### src/design/demf_pkg.sv
`timescale 1ns / 1ps
`default_nettype none

package demf_pkg;

	localparam int unsigned DEF_CAPACITY = 8;

	localparam int unsigned SENSOR_W  = 8;
	localparam int unsigned REV_W     = 32;
	localparam int unsigned EDGE_W    = 2;
	localparam int unsigned OUTC_W    = 8;
	localparam int unsigned ENTRY_W   = SENSOR_W + REV_W + EDGE_W + OUTC_W;
	localparam int unsigned OVF_W     = 32;
	localparam int unsigned IN_DATA_W = ((ENTRY_W + 7) / 8) * 8;
	localparam int unsigned IN_USER_W = 3;
	localparam int unsigned STATUS_W  = 3;

	typedef enum logic [1:0] {
		ACT_PUSH = 2'd0,
		ACT_POP  = 2'd1,
		ACT_VIEW = 2'd2,
		ACT_TAKE = 2'd3
	} action_t;

	typedef enum logic [STATUS_W-1:0] {
		ST_ACCEPTED  = 3'd0,
		ST_DUPLICATE = 3'd1,
		ST_FULL      = 3'd2,
		ST_INVALID   = 3'd3,
		ST_POPPED    = 3'd4,
		ST_EMPTY     = 3'd5,
		ST_VIEW      = 3'd6,
		ST_TAKE      = 3'd7
	} status_t;

	typedef struct packed {
		logic vld;
		logic hit;
	} match_t;

endpackage

`default_nettype wire

### src/design/demf_ram.sv
`timescale 1ns / 1ps
`default_nettype none

module demf_ram #(
	parameter int unsigned WIDTH = 8,
	parameter int unsigned DEPTH = 8,
	localparam int unsigned AW = (DEPTH > 1) ? $clog2(DEPTH) : 1
) (
	input  wire logic             clk,
	input  wire logic             we,
	input  wire logic [AW-1:0]    waddr,
	input  wire logic [WIDTH-1:0] wdata,
	input  wire logic             re,
	input  wire logic [AW-1:0]    raddr,
	output logic      [WIDTH-1:0] rdata
);

	logic [WIDTH-1:0] mem_q [DEPTH];

	always_ff @(posedge clk) begin
		if (we) begin
			mem_q[waddr] <= wdata;
		end
		if (re) begin
			rdata <= mem_q[raddr];
		end
	end

endmodule

`default_nettype wire

### src/design/demf_match.sv
`timescale 1ns / 1ps
`default_nettype none

module demf_match
	import demf_pkg::*;
(
	input  wire logic               clk,
	input  wire logic               arst_n,
	input  wire logic               rd_vld,
	input  wire logic [ENTRY_W-1:0] rd_data,
	input  wire logic [ENTRY_W-1:0] ev,
	output match_t                  match_s2
);

	always_ff @(posedge clk or negedge arst_n) begin
		if (!arst_n) begin
			match_s2 <= '0;
		end else begin
			match_s2.vld <= rd_vld;
			match_s2.hit <= rd_vld && (rd_data == ev);
		end
	end

endmodule

`default_nettype wire

### src/design/dedup_event_mailbox_fifo_core.sv
`timescale 1ns / 1ps
`default_nettype none

// Event mailbox: a ring of CAPACITY alarm events held in one RAM with a single
// read port. Each request gives exactly one response. A valid push compares the
// event against every pending entry through one shared compare stage, reading
// one entry a cycle. A pop reads the head entry of the ring. A view, a take, a
// pop from an empty ring, an invalid push or a push into an empty ring reads
// no entry. A response that the receiver has not yet taken holds the block in
// its done state. The block accepts one request at a time and takes the next
// once the response sits in the output register.
// The RAM needs no clearing after reset: only pending entries are ever read.
module dedup_event_mailbox_fifo_core
	import demf_pkg::*;
#(
	parameter int unsigned CAPACITY = DEF_CAPACITY,
	localparam int unsigned CNT_W = $clog2(CAPACITY + 1),
	localparam int unsigned OUT_BITS = ENTRY_W + OVF_W + CNT_W + 2,
	localparam int unsigned OUT_DATA_W = ((OUT_BITS + 7) / 8) * 8
) (
	input  wire logic                  clk,
	input  wire logic                  arst_n,
	input  wire logic                  s_axis_tvalid,
	output logic                       s_axis_tready,
	// sensor, revision, edge code, outcome code, zero pad
	input  wire logic [IN_DATA_W-1:0]  s_axis_tdata,
	// action, event_valid
	input  wire logic [IN_USER_W-1:0]  s_axis_tuser,
	output logic                       m_axis_tvalid,
	input  wire logic                  m_axis_tready,
	// popped sensor, popped revision, popped edge, popped outcome,
	// overflow_total, occupancy, overflow_flag, log_flag, zero pad
	output logic [OUT_DATA_W-1:0]      m_axis_tdata,
	// status
	output logic [STATUS_W-1:0]        m_axis_tuser
);

	localparam int unsigned PTR_W = (CAPACITY > 1) ? $clog2(CAPACITY) : 1;
	localparam logic [PTR_W-1:0] LAST_IDX = PTR_W'(CAPACITY - 1);
	localparam logic [CNT_W-1:0] FULL_CNT = CNT_W'(CAPACITY);

	typedef enum logic [3:0] {
		S_IDLE = 4'b0001,
		S_SCAN = 4'b0010,
		S_POP  = 4'b0100,
		S_DONE = 4'b1000
	} state_t;

	state_t              state_q, state_d;
	action_t             act_q;
	logic                valid_q;
	logic [ENTRY_W-1:0]  ev_q;
	logic [PTR_W-1:0]    rd_ptr_q, rd_ptr_d;
	logic [PTR_W-1:0]    wr_ptr_q, wr_ptr_d;
	logic [PTR_W-1:0]    scan_addr_q;
	logic [CNT_W-1:0]    fill_q, fill_d;
	logic [CNT_W-1:0]    issued_q;
	logic [CNT_W-1:0]    checked_q;
	logic                dup_q;
	logic [OVF_W-1:0]    ovf_q, ovf_d;
	logic                latch_q, latch_d;
	logic                log_q, log_d;
	logic                log_rep;
	logic                rd_vld_s1;
	logic                out_vld_q;
	logic [OUT_DATA_W-1:0] out_data_q;
	logic [STATUS_W-1:0] out_user_q;

	logic                ram_re;
	logic                ram_we;
	logic [PTR_W-1:0]    ram_raddr;
	logic [ENTRY_W-1:0]  ram_rdata;
	match_t              match_s2;

	logic                accept;
	logic                out_free;
	logic                load;
	status_t             status_d;
	logic [ENTRY_W-1:0]  resp_entry;

	assign s_axis_tready = (state_q == S_IDLE);
	assign accept        = s_axis_tvalid && s_axis_tready;
	assign out_free      = !out_vld_q || m_axis_tready;
	assign m_axis_tvalid = out_vld_q;
	assign m_axis_tdata  = out_data_q;
	assign m_axis_tuser  = out_user_q;

	demf_ram #(
		.WIDTH (ENTRY_W),
		.DEPTH (CAPACITY)
	) u_ram (
		.clk   (clk),
		.we    (ram_we),
		.waddr (wr_ptr_q),
		.wdata (ev_q),
		.re    (ram_re),
		.raddr (ram_raddr),
		.rdata (ram_rdata)
	);

	demf_match u_match (
		.clk      (clk),
		.arst_n   (arst_n),
		.rd_vld   (rd_vld_s1),
		.rd_data  (ram_rdata),
		.ev       (ev_q),
		.match_s2 (match_s2)
	);

	always_comb begin
		state_d    = state_q;
		ram_re     = 1'b0;
		ram_we     = 1'b0;
		ram_raddr  = rd_ptr_q;
		rd_ptr_d   = rd_ptr_q;
		wr_ptr_d   = wr_ptr_q;
		fill_d     = fill_q;
		ovf_d      = ovf_q;
		latch_d    = latch_q;
		log_d      = log_q;
		load       = 1'b0;
		status_d   = ST_VIEW;
		resp_entry = '0;
		unique case (state_q)
			S_IDLE: begin
				if (s_axis_tvalid) begin
					if ((action_t'(s_axis_tuser[1:0]) == ACT_PUSH) && s_axis_tuser[2] &&
					    (fill_q != '0)) begin
						state_d = S_SCAN;
					end else if ((action_t'(s_axis_tuser[1:0]) == ACT_POP) &&
					             (fill_q != '0)) begin
						state_d = S_POP;
					end else begin
						state_d = S_DONE;
					end
				end
			end
			S_SCAN: begin
				if (issued_q < fill_q) begin
					ram_re    = 1'b1;
					ram_raddr = scan_addr_q;
				end
				if (checked_q == fill_q) begin
					state_d = S_DONE;
				end
			end
			S_POP: begin
				ram_re    = 1'b1;
				ram_raddr = rd_ptr_q;
				state_d   = S_DONE;
			end
			S_DONE: begin
				if (out_free) begin
					load    = 1'b1;
					state_d = S_IDLE;
					unique case (act_q)
						ACT_PUSH: begin
							if (!valid_q) begin
								status_d = ST_INVALID;
							end else if (dup_q) begin
								status_d = ST_DUPLICATE;
							end else if (fill_q == FULL_CNT) begin
								status_d = ST_FULL;
								if (ovf_q != '1) begin
									ovf_d = ovf_q + 1'b1;
								end
								if (!latch_q) begin
									latch_d = 1'b1;
									log_d   = 1'b1;
								end
							end else begin
								status_d = ST_ACCEPTED;
								ram_we   = 1'b1;
								wr_ptr_d = (wr_ptr_q == LAST_IDX) ? '0 : wr_ptr_q + 1'b1;
								fill_d   = fill_q + 1'b1;
							end
						end
						ACT_POP: begin
							if (fill_q == '0) begin
								status_d = ST_EMPTY;
							end else begin
								status_d   = ST_POPPED;
								resp_entry = ram_rdata;
								rd_ptr_d   = (rd_ptr_q == LAST_IDX) ? '0 : rd_ptr_q + 1'b1;
								fill_d     = fill_q - 1'b1;
							end
						end
						ACT_VIEW: begin
							status_d = ST_VIEW;
						end
						ACT_TAKE: begin
							status_d = ST_TAKE;
							log_d    = 1'b0;
						end
					endcase
				end
			end
			default: begin
				state_d = S_IDLE;
			end
		endcase
		log_rep = (act_q == ACT_TAKE) ? log_q : log_d;
	end

	always_ff @(posedge clk or negedge arst_n) begin
		if (!arst_n) begin
			state_q     <= S_IDLE;
			rd_ptr_q    <= '0;
			wr_ptr_q    <= '0;
			scan_addr_q <= '0;
			fill_q      <= '0;
			issued_q    <= '0;
			checked_q   <= '0;
			dup_q       <= 1'b0;
			ovf_q       <= '0;
			latch_q     <= 1'b0;
			log_q       <= 1'b0;
			rd_vld_s1   <= 1'b0;
			out_vld_q   <= 1'b0;
		end else begin
			state_q   <= state_d;
			rd_ptr_q  <= rd_ptr_d;
			wr_ptr_q  <= wr_ptr_d;
			fill_q    <= fill_d;
			ovf_q     <= ovf_d;
			latch_q   <= latch_d;
			log_q     <= log_d;
			rd_vld_s1 <= ram_re && (state_q == S_SCAN);
			if (accept) begin
				scan_addr_q <= rd_ptr_q;
				issued_q    <= '0;
				checked_q   <= '0;
				dup_q       <= 1'b0;
			end else if (state_q == S_SCAN) begin
				if (ram_re) begin
					issued_q    <= issued_q + 1'b1;
					scan_addr_q <= (scan_addr_q == LAST_IDX) ? '0 : scan_addr_q + 1'b1;
				end
				if (match_s2.vld) begin
					checked_q <= checked_q + 1'b1;
					dup_q     <= dup_q | match_s2.hit;
				end
			end
			if (load) begin
				out_vld_q <= 1'b1;
			end else if (m_axis_tready) begin
				out_vld_q <= 1'b0;
			end
		end
	end

	// hold the request and the response payload
	always_ff @(posedge clk) begin
		if (accept) begin
			act_q   <= action_t'(s_axis_tuser[1:0]);
			valid_q <= s_axis_tuser[2];
			ev_q    <= s_axis_tdata[ENTRY_W-1:0];
		end
		if (load) begin
			out_data_q <= OUT_DATA_W'({log_rep, latch_d, fill_d, ovf_d, resp_entry});
			out_user_q <= status_d;
		end
	end

	a_fill_bound: assert property (@(posedge clk) disable iff (!arst_n)
		fill_q <= FULL_CNT)
		else $error("occupancy above capacity");

	a_scan_drained: assert property (@(posedge clk) disable iff (!arst_n)
		(state_q == S_SCAN && state_d == S_DONE) |-> (!rd_vld_s1 && !match_s2.vld))
		else $error("scan closed with a read in flight");

	a_push_grows: assert property (@(posedge clk) disable iff (!arst_n)
		(load && status_d == ST_ACCEPTED) |=> (fill_q == $past(fill_q) + 1'b1))
		else $error("accepted push did not grow occupancy");

	a_ovf_monotone: assert property (@(posedge clk) disable iff (!arst_n)
		1'b1 |=> (ovf_q >= $past(ovf_q)))
		else $error("overflow counter went down");

	a_log_needs_latch: assert property (@(posedge clk) disable iff (!arst_n)
		log_q |-> latch_q)
		else $error("log pending without overflow latch");

endmodule

`default_nettype wire
### config.mk
export PLATFORM = sky130hd
export DESIGN_NAME = dedup_event_mailbox_fifo_core
export DESIGN_NICKNAME = d
export VERILOG_FILES = /design/src/design/demf_pkg.sv /design/src/design/demf_ram.sv /design/src/design/demf_match.sv /design/src/design/dedup_event_mailbox_fifo_core.sv
export SDC_FILE = /design/constraint.sdc
export NUM_CORES = 1
export LEC_CHECK = 0
export BUFFER_PORTS_ARGS = -buffer_cell sky130_fd_sc_hd__buf_4
export CORE_UTILIZATION = 35
export CTS_CLUSTER_DIAMETER = 60
export DETAILED_ROUTE_END_ITERATION = 6
export GPL_TIMING_DRIVEN = 0
export SETUP_SLACK_MARGIN = 0.3
export SYNTH_ARGS = -nofsm -noshare
export SYNTH_HDL_FRONTEND = slang
export SYNTH_SLANG_ARGS = --single-unit
### constraint.sdc
create_clock -name clk -period 21.9 [get_ports clk]
set_clock_uncertainty 0.05 [all_clocks]
set_input_delay 2.19 -clock clk [delete_from_list [all_inputs] [get_ports clk]]
set_output_delay 2.19 -clock clk [all_outputs]
set_load 0.02 [all_outputs]
== After elaboration in Yosys (flattened, before gate mapping) ==
Memory sizes are Yosys's and may differ from the RTL's. A register that Yosys moved wholly into a read port is not among the register bits.
Cells that the tools add are included.

* Add/sub/neg operators: 8
* Magnitude comparators: 1
* Reduce and logical (&&, ||, !) cells: 23
* Bitwise operators: 7
* Eq/ne operators: 18
* Multiplexer cells: 70

{| class="wikitable"
|+ Operator list
! cell !! count
|-
| 32-bit two-way mux || 7
|-
| 4-bit two-way mux || 17
|-
| 50-bit == test || 1
|-
| 32-bit by 1-bit adder with 32-bit output (second input constant) || 1
|-
| 32-bit != test (second input constant) || 1
|-
| 1-bit two-way mux || 30
|-
| 3-bit two-way mux || 8
|-
| 4-bit one-hot mux with 4 select lines || 1
|-
| 4-bit by 1-bit adder with 4-bit output (second input constant) || 3
|-
| 3-bit one-hot mux with 4 select lines || 1
|-
| 3-bit by 1-bit adder with 3-bit output (second input constant) || 3
|-
| 3-bit == test (second input constant) || 3
|-
| 4-bit == test (second input constant) || 2
|-
| 4-bit one-hot mux with 2 select lines || 1
|-
| 2-bit nonzero test || 4
|-
| 1-bit logical AND || 6
|-
| 2-bit two-way mux || 3
|-
| 2-bit != test (second input constant) || 3
|-
| 1-bit NOT || 6
|-
| 2-bit AND reduction || 3
|-
| 6-bit AND reduction || 1
|-
| 2-bit by 1-bit == test with 1-bit output (second input constant) || 2
|-
| 2-bit == test (second input constant) || 2
|-
| 4-bit by 1-bit == test with 1-bit output (second input constant) || 1
|-
| 15 further kinds || 17
|}

* RAM bits: 400
* Input bits: 63
* Memories kept: 1
* Output and inout port bits: 93
* Register bits: 208

{| class="wikitable"
|+ Memories
! name !! words !! width !! rd ports !! clocked after memory_dff !! write ports !! RTL line !! source
|-
| u_ram.mem_q || 8 || 50 || 1 || 1 || 1 || demf_ram.sv:18 || <nowiki>logic [WIDTH-1:0] mem_q [DEPTH];</nowiki>
|}

== Longest topological paths before layout ==
Gate-level depths: netlist of run 1.

* Depth after elaboration: 9
* Gate-level depth with buffers: 12
* Gate-level depth less buffers: 9

== By module ==
From an unflattened synthesis of run 1, not the netlist that was laid out.

* Cells, all modules: 1284
* Area, all modules: 25859.8 µm²

{| class="wikitable"
|+ By module, submodules not included
! module !! cells each !! area each (µm²) !! sequential area each (µm²) !! times used
|-
| demf_ram || 641 || 16951.3 || 13513.0 || 1
|-
| dedup_event_mailbox_fifo_core || 568 || 8290.5 || 5876.9 || 1
|-
| demf_match || 75 || 618.1 || 50.0 || 1
|}

== Worst setup path before layout of run 1 ==
No wires, ideal clock.

* Kind: input to register
* From: input m_axis_tready
* To: memory u_ram.mem_q[0][0] in the netlist's numbering (enable)
* Library setup time: 0.519 ns
* Stages on the path: 7
* Path buffers: 1
* Arrival: 8.250 ns
* Path slack: 13.081 ns
* Cells stage by stage: nor2b_1 -> or2_2 -> clkbuf_1 -> clkinv_1 -> nand4_1 -> or2_2 -> nor3_1

* Word-level cells in the longest chain between the ends: 5

{| class="wikitable"
|+ Ends and longest elaborated chain
! item !! RTL line !! source
|-
| start, declared || dedup_event_mailbox_fifo_core.sv:30 || <nowiki>input wire logic m_axis_tready,</nowiki>
|-
| 1-bit logical OR || dedup_event_mailbox_fifo_core.sv:83 || <nowiki>assign out_free = !out_vld_q || m_axis_tready;</nowiki>
|-
| 1-bit two-way mux || dedup_event_mailbox_fifo_core.sv:153 || <nowiki>if (out_free) begin</nowiki>
|-
| 1-bit two-way mux || dedup_event_mailbox_fifo_core.sv:124 || <nowiki>unique case (state_q)</nowiki>
|-
| 1-bit two-way mux || demf_ram.sv:21 || <nowiki>if (we) begin</nowiki>
|-
| 1-bit two-way mux (not written as such) || demf_ram.sv:22 || <nowiki>mem_q[waddr] <= wdata;</nowiki>
|-
| end, declared || demf_ram.sv:18 ||
|}

No other way between the ends.

== Worst setup path in the final report of run 1 ==
* From: input m_axis_tready
* To: memory u_ram.mem_q[0][42] in the netlist's numbering (enable)

The elaborated chain is that of the path after synthesis.

==> results of run 1 <==
-- final timing paths --
path / from / to / slack (ns) / cells after the start
min in group asynchronous: arst_n / fill_q[3] / 1.64 / 1
hold / removal: ovf_q[29] / ovf_q[29] / 0.45 / 1
setup / recovery: m_axis_tready / u_ram.mem_q[0][42] / 16.83 / 11
setup reg to reg: fill_q[2] / u_ram.rdata[12] / 17.48 / 12
hold reg to reg: ovf_q[29] / ovf_q[29] / 0.45 / 1
max in group asynchronous: arst_n / ovf_q[28] / 19.58 / 1
-- per-layer routing --
metal | part of all wire (%) | GRT usage, % | wire [um] | vias up
met2 | 47 | 27.1 | 30000 | 514
met5 | 0 | 0 | 0 | -
met1 | 44 | 23.2 | 27900 | 7478
li1 | - | - | - | 6625
met3 | 6.8 | 3.77 | 4320 | 98
met4 | 2.2 | 4.90 | 1410 | 0
-- cell type report --
type,count,share of cell area [%]
Buffer,78,0.990
Clock buffer,91,6.16
Clock inverter,38,1.54
Inverter,24,0.306
Multi-Input combinational cell,831,19.3
Sequential cell,658,62.5
Tap cell,959,3.86
Timing Repair Buffer,180,5.34
-- worst max-delay path, cell delays in order --
cell	delay, ns
buf_4	0.08
nor2b_1	0.07
or2_2	0.30
clkbuf_1	0.21
clkinv_4	0.26
buf_16	0.35
nand4_1	0.40
or2_2	0.51
nor3_2	0.50
buf_6	0.25
buf_6	0.19
-- cell families (layout without fill, tap and decap cells) --
logic type | count (synthesis) | after routing | share of synthesized area (%)
flip-flops | 658 | 658 | 75.5
multiplexers | 109 | 109 | 4.26
XOR/XNOR | 84 | 84 | 2.86
AO/OA/AOI/OAI | 298 | 298 | 7.90
buffers and inverters | 102 | 411 | 1.54
adder cells (fa/ha/maj) | 18 | 18 | 0.875
AND/OR/NAND/NOR | 322 | 322 | 7.08
-- cell usage in the layout, fill, tap and decap left out, types with 4 or more instances in the layout --
cell type	instances
o21ai_0	13
a221oi_1	52
bufinv_16	8
dfrtp_1	63
o22ai_1	4
and2_1	51
nor4_1	13
nor3_1	12
clkinvlp_4	5
nor2_4	6
nand2b_1	106
and3_1	6
mux2i_1	103
edfxtp_1	594
nand2_1	40
a22oi_1	51
a21o_1	51
buf_12	9
clkinv_1	6
ha_1	18
nand3_1	15
mux2_2	5
a21oi_1	106
buf_2	12
nand4_1	20
clkbuf_16	73
xnor2_1	29
buf_6	12
inv_1	22
buf_8	4
clkinv_2	9
clkbuf_1	82
clkinv_4	4
xor2_1	55
buf_4	149
nor2_1	30
buf_16	6
-- flip-flops by register name, indices dropped and copies added (netlist names), 2 cells and up --
name,flops
fill_q,4
state_q,4
u_ram.mem_q,400
ovf_q,32
u_ram.rdata,50
issued_q,4
scan_addr_q,3
m_axis_tdata,88
rd_ptr_q,3
act_q,2
wr_ptr_q,3
u_match.match_s2,2
ev_q,50
m_axis_tuser,3
checked_q,4
-- power groups by stage --
stage / Combinational, uW / Sequential [uW] / Clock (uW)
finish: 690 / 1580 / 1220
global route: 744 / 1590 / 1290
CTS: 694 / 1580 / 1240
detailed placement: 691 / 1600 / 0
global placement: 663 / 1610 / 0
floorplan: 409 / 1610 / 0
-- metrics by stage --
step | hold WS (ns) | total power [uW] | cells
after detailed placement | 0.444 | 2300 | 2730
final | 0.450 | 3490 | 2859
after global placement | 0.428 | 2270 | 2699
after CTS | 0.455 | 3510 | 2859
after global routing | 0.459 | 3620 | 2859
after floorplan | 0.304 | 2020 | 1591
==> results.ini, run 1 <==
[die]
coreArea_um2 = 72800
rows = 99
initial_core_util_pct = 35.4
die_h_um = 273
die-area_um2 = 74700
die_w_um = 273
io_pins = 156

[worst_setup_path]
endpoint_kind = flip-flop
arrival_ns = 5.34
worst-path-max-fanout = 72
crit_type = input pin to flip-flop
required_ns = 22.17
startpoint_type = input pin

[timing]
relSlewSlack_pct = 33.0
max_freq_mhz = 197
rsz0062_at_grt = false
min_period_over_period_pct = 23.2
fin_ws_ns = 16.83
drv_slew = 0
layout_min_cycle_time_ns = 5.07
setup-tns-final_ns = 0
setup_viol = 0
hold_viol = 0
tightest_slew_ns = 1.00

[synthesis]
netlist_top_cells_count = edfxtp_1 (594), a21oi_1 (106), nand2b_1 (106), mux2i_1 (104), clkbuf_1 (66)
synth_top_area_cell = edfxtp_1
ys_warn_count = 0
synth_area_leaders = edfxtp_1 (69%), dfrtp_1 (6.1%), mux2i_1 (4.0%)
synth.distinct_cells = 55
ys_async_sr_fraction_pct = 9.73
syn_area_per_cell_um2 = 16.2
synth_ff_type = edfxtp_1
ys_seq_area_share_pct = 75.5
synth_top_area_share_pct = 69.3
netlist_area_um2 = 25800
synth_nets = 1672
synth.most_common_cell = edfxtp_1
synth_cells = 1591
ys_seq_elements = 658
synth_edf_count = 594

[placement]
routabilityCongestion = 0.801
io_buffers = 149
pre_cts_ws_ns = 16.13
hpwl_mm = 41.5
placed_area_um2 = 28700

[clock_tree]
clock-sinks = 658
cts.hold.buffers_added = 0
post_cts_buffers = 0
clk_path_buf_depth = 3
ctsRootBufferMaster = clkbuf_16
cts_buffers = 70
cts-resized-gates = 0
h-tree-depth = 3
clk_pin_slew_ns = 0.06
clk_latency_ns = 0.61
cts_tree = done

[finish]
fillers = 6469
final_cell_area_um2 = 31100
seq_area_um2 = 19400
final_nets = 1924
multi_input_area_um2 = 5990
syn2layout_area_growth_pct = 20.7
drive_gt1_share_pct = 17.1
fin_util_pct = 42.7
antennaDiodeCount = 0

[detailed_routing]
drtAntennaViolNets = 0
avgViaCountPerCell = 5.15
drc = 0
drt-initial-drc-count = 1288
dr_total_vias = 14715
drt-total-wl_mm = 63.6
wl_per_cell_um = 22.2
drt_pre_antenna_iters = 5

[global_route]
grt_max_degree = 73
grt_overflow_total = 0
grt_pass1_wl_mm = 93.6
antenna_found_initial = 0
grt_pass1_vias = 14670
track_usage_pct = 17.0

[min_path]
hold_path_class = flip-flop to flip-flop

[power_and_ir_drop]
power.internal_uw = 2480
pwr-share-clk_pct = 34.9
p_sw_uw = 1010
swShare_pct = 28.9
p_comb_share_pct = 19.8
p_leak_uw = 0.0114
powerDensity_nw_per_um2 = 112
ir_drop_v = 0.0000651
p_seq_share_pct = 45.3

[run]
cap_violations = 0

[outcome]
outcome = complete, no violations

No activity file was read; power rests on OpenSTA's default activity.
==> run 2, diff against run 1 <==
Settings changed: ABC_AREA set to 1.
Clock period 21.9 ns to 4.6 ns, I/O delays scaled along.
==> run 2 against run 1 <==
Against the previous run: the flow now finishes with violations (DRC); worst hold slack lost 0.39 ns; synthesized cell count grew 68%; largest cell class unchanged; combinational power grew to 7.0 times the previous value; critical path type is now flip-flop to flip-flop.
==> results.ini, run 2 <==
[finish]
final_cell_mix = edfxtp_1 (594), nand2_1 (553), inv_1 (541), nand3_1 (454), buf_4 (150)  ; was edfxtp_1 (594), buf_4 (149), a21oi_1 (106), nand2b_1 (106), mux2i_1 (103)
fillers = 7640  ; was 6469
top_register = u_ram.mem_q  ; unchanged
finalNonFillerCells = 4120  ; was 2859
drive_gt1_share_pct = 13.6  ; was 17.1%
largest_reg_flops = 400  ; unchanged
antennaDiodeCount = 0  ; unchanged
final_common_cell = edfxtp_1  ; unchanged
final_nets = 3081  ; was 1924
syn2layout_area_growth_pct = 21.4  ; was 20.7%

[die]
coreArea_um2 = 80700  ; was 72800 um^2
initial_core_util_pct = 35.5  ; was 35.4%
die_w_um = 288  ; was 273 um
rows = 104  ; was 99
die-area_um2 = 82900  ; was 74700 um^2
die_h_um = 288  ; was 273 um
io_pins = 156  ; unchanged

[detailed_routing]
drt-initial-drc-count = 1565  ; was 1288
avgViaCountPerCell = 4.73  ; was 5.15
drt-total-wl_mm = 74.8  ; was 63.6 mm
drc = 22  ; was 0
dr_total_vias = 19486  ; was 14.7k
drtAntennaViolNets = 0  ; unchanged
wl_per_cell_um = 18.2  ; was 22.2 um
drt_pre_antenna_iters = 7  ; was 5

[power_and_ir_drop]
ir_drop_v = 0.000269  ; was 0.0000651 V
p_leak_uw = 0.0149  ; was 0.0114 uW
finalPower_uw = 18500  ; was 3490 uW
powerDensity_nw_per_um2 = 532  ; was 112 nW/um^2

[synthesis]
synth.most_common_cell = edfxtp_1  ; unchanged
synth.distinct_cells = 45  ; was 55
synth_nets = 2757  ; was 1672
netlist_area_um2 = 28600  ; was 25800 um^2
synth_area_leaders = edfxtp_1 (62%), nand3_1 (7.9%), nand2_1 (7.3%)  ; was edfxtp_1 (69%), dfrtp_1 (6.1%), mux2i_1 (4.0%)
ys_seq_area_share_pct = 67.9  ; was 75.5%
synth_edf_count = 594  ; unchanged
ys_seq_elements = 658  ; unchanged
syn_area_per_cell_um2 = 10.7  ; was 16.2 um^2
synth_top_area_cell = edfxtp_1  ; unchanged
netlist_top_cells_count = edfxtp_1 (594), nand2_1 (554), inv_1 (541), nand3_1 (454), nor2_1 (128)  ; was edfxtp_1 (594), a21oi_1 (106), nand2b_1 (106), mux2i_1 (104), clkbuf_1 (66)
ys_async_sr_fraction_pct = 9.73  ; unchanged
ys_warn_count = 0  ; unchanged
synth_ff_type = edfxtp_1  ; unchanged
synth_top_area_share_pct = 62.3  ; was 69.3%
synth_cells = 2676  ; was 1591

[min_path]
hold_path_class = input pin to flip-flop  ; was flip-flop to flip-flop
holdPathStages = 4  ; was 1

[placement]
io_buffers = 149  ; unchanged
dp.cells = 3932  ; was 2730
routabilityCongestion = 0.845  ; was 0.801
pre_cts_ws_ns = 0.800  ; was 16.13 ns
hpwl_mm = 51.4  ; was 41.5 mm

[worst_setup_path]
crit_chain = buf_2 -> inv_1 -> ha_1 -> nand2_1 -> nand2_1 -> nor2_4 -> nand3_1 -> nand2_1 -> clkbuf_1 -> nand2_1 -> nand3_1 -> nand2_1 -> nand2_1 -> nand2_1  ; was buf_4 -> nor2b_1 -> or2_2 -> clkbuf_1 -> clkinv_4 -> buf_16 -> nand4_1 -> or2_2 -> nor3_2 -> buf_6 -> buf_6
arrival_ns = 4.18  ; was 5.34 ns
worst_path_dominant_cell_family = simple AND/OR/NAND/NOR gates  ; unchanged
ff2ff_path_depth = 14  ; was 12
crit_type = flip-flop to flip-flop  ; was input pin to flip-flop
crit_buf_inv = 3  ; was 6
required_ns = 4.91  ; was 22.17 ns
path_common_cell = nand2_1
cp_num_cells = 14  ; was 11
worst-path-max-fanout = 10  ; was 72
startpoint_type = flip-flop  ; was input pin
max_stage_delay_ns = 0.86  ; was 0.51 ns
endpoint_kind = flip-flop  ; unchanged
critPathSlowestCell = nand2_1  ; was or2_2

[clock_tree]
cts_tree = done  ; unchanged
post_cts_buffers = 0  ; unchanged
clk_pin_slew_ns = 0.06  ; about the same
cts_buffers = 73  ; was 70
clk_latency_ns = 0.63  ; was 0.61 ns
h-tree-depth = 3  ; unchanged
cts-resized-gates = 0  ; unchanged
clk_path_buf_depth = 3  ; unchanged
ctsRootBufferMaster = clkbuf_16  ; unchanged
clock-sinks = 658  ; unchanged
cts.hold.buffers_added = 53  ; was 0

[global_route]
use_met3_pct = 2.85  ; was 3.77%
grt_max_degree = 65  ; was 73
busiest_layer = met2  ; unchanged
met1_usage_pct = 24.8  ; was 23.2%
grt_overflow_total = 0  ; unchanged
grt_pass1_vias = 18490  ; was 14.7k
track_usage_pct = 18.1  ; was 17.0%
antenna_found_initial = 1  ; was 0
grt_use_met2_pct = 29.6  ; was 27.1%
grt_pass1_wl_mm = 112  ; was 93.6 mm

[outcome]
outcome = finished, violations left  ; was complete, no violations
violations = DRC

[timing]
hold_viol = 0  ; unchanged
fin_hold_ws_ns = 0.0558  ; was 0.450 ns
max_freq_mhz = 258
fin_ws_ns = 0.727  ; was 16.83 ns
tightest_slew_ns = 1.17  ; was 1.00 ns
relSlewSlack_pct = 22.3  ; was 33.0%
min_period_over_period_pct = 84.2
layout_min_cycle_time_ns = 3.87
rsz0062_at_grt = false  ; unchanged
setup_viol = 0  ; unchanged
drv_slew = 0  ; unchanged

[run]
cap_violations = 0  ; unchanged

[run 2: cell count changes in the layout (fill, tap and decap cells not counted), moves of 97 or more]
cell	delta
a21oi_1	-97
inv_1	+519
mux2i_1	-103
nand2_1	+513
nand2b_1	-106
nand3_1	+439
nor2_1	+97
[run 2: stage by stage]
step           setup TNS, ns  instance area [um^2]  utilization, %
3_5_place_dp               0                 31700            39.3
5_1_grt                    0                 34700            43.1
4_1_cts                    0                 34700            43.1
6_report                   0                 34700            43.1
2_1_floorplan        -248.19                 28600               -
3_3_place_gp        -1620.06                 31100            38.5
[run 2: report_power, final]
group | internal (uW) | switching (uW) | total (uW)
sequential | 7250 | 425 | 7670
combinational | 1530 | 3320 | 4840
clock | 3470 | 2500 | 5970
total | 12200 | 6240 | 18500
[run 2: worst min-delay path: stages]
cell,delay (ns)
buf_4,0.08
nor2_1,0.04
inv_1,0.06
nand2_1,0.05
[run 2: cell type report]
class                   instances  area, um^2  area share [%]
clock inverters                49         539            1.55
inverters                     545        2050            5.89
clock buffers                  86        1940            5.58
multi-input cells            1366        6670            19.2
plain buffers                 107         526            1.51
well taps                    1060        1330            3.82
repair buffers                249        2260            6.50
flip-flops and latches        658       19400            55.9
[run 2: path summary, 6_finish.rpt]
path | slack (ns) | to | start
setup / recovery | 0.73 | u_ram.rdata[40] | fill_q[3]
hold / removal | 0.06 | state_q[0] | s_axis_tvalid
setup reg to reg | 0.73 | u_ram.rdata[40] | fill_q[3]
hold reg to reg | 0.43 | checked_q[3] | checked_q[3]
max in group asynchronous | 3.46 | scan_addr_q[2] | arst_n
min in group asynchronous | 0.44 | latch_q | arst_n
[run 2: cell families (layout without fill, tap and decap cells)]
family	count (synthesis)	count (layout)	share of synthesized area, %
AOI/OAI and AO/OA	71	71	1.57
xor gates and xnor gates	47	47	1.44
adders and majority gates	18	18	0.787
buffers and inverters	652	1036	8.98
DFF	658	658	67.9
and+or+nand+nor	1230	1230	19.3
[run 2: metal layers]
| metal | up-vias | wire length, um |
|---|---|---|
| li1 | 9419 | - |
| met1 | 9334 | 33200 |
| met2 | 611 | 35400 |
| met3 | 122 | 4430 |
| met4 | 0 | 1810 |
| met5 | - | 0 |
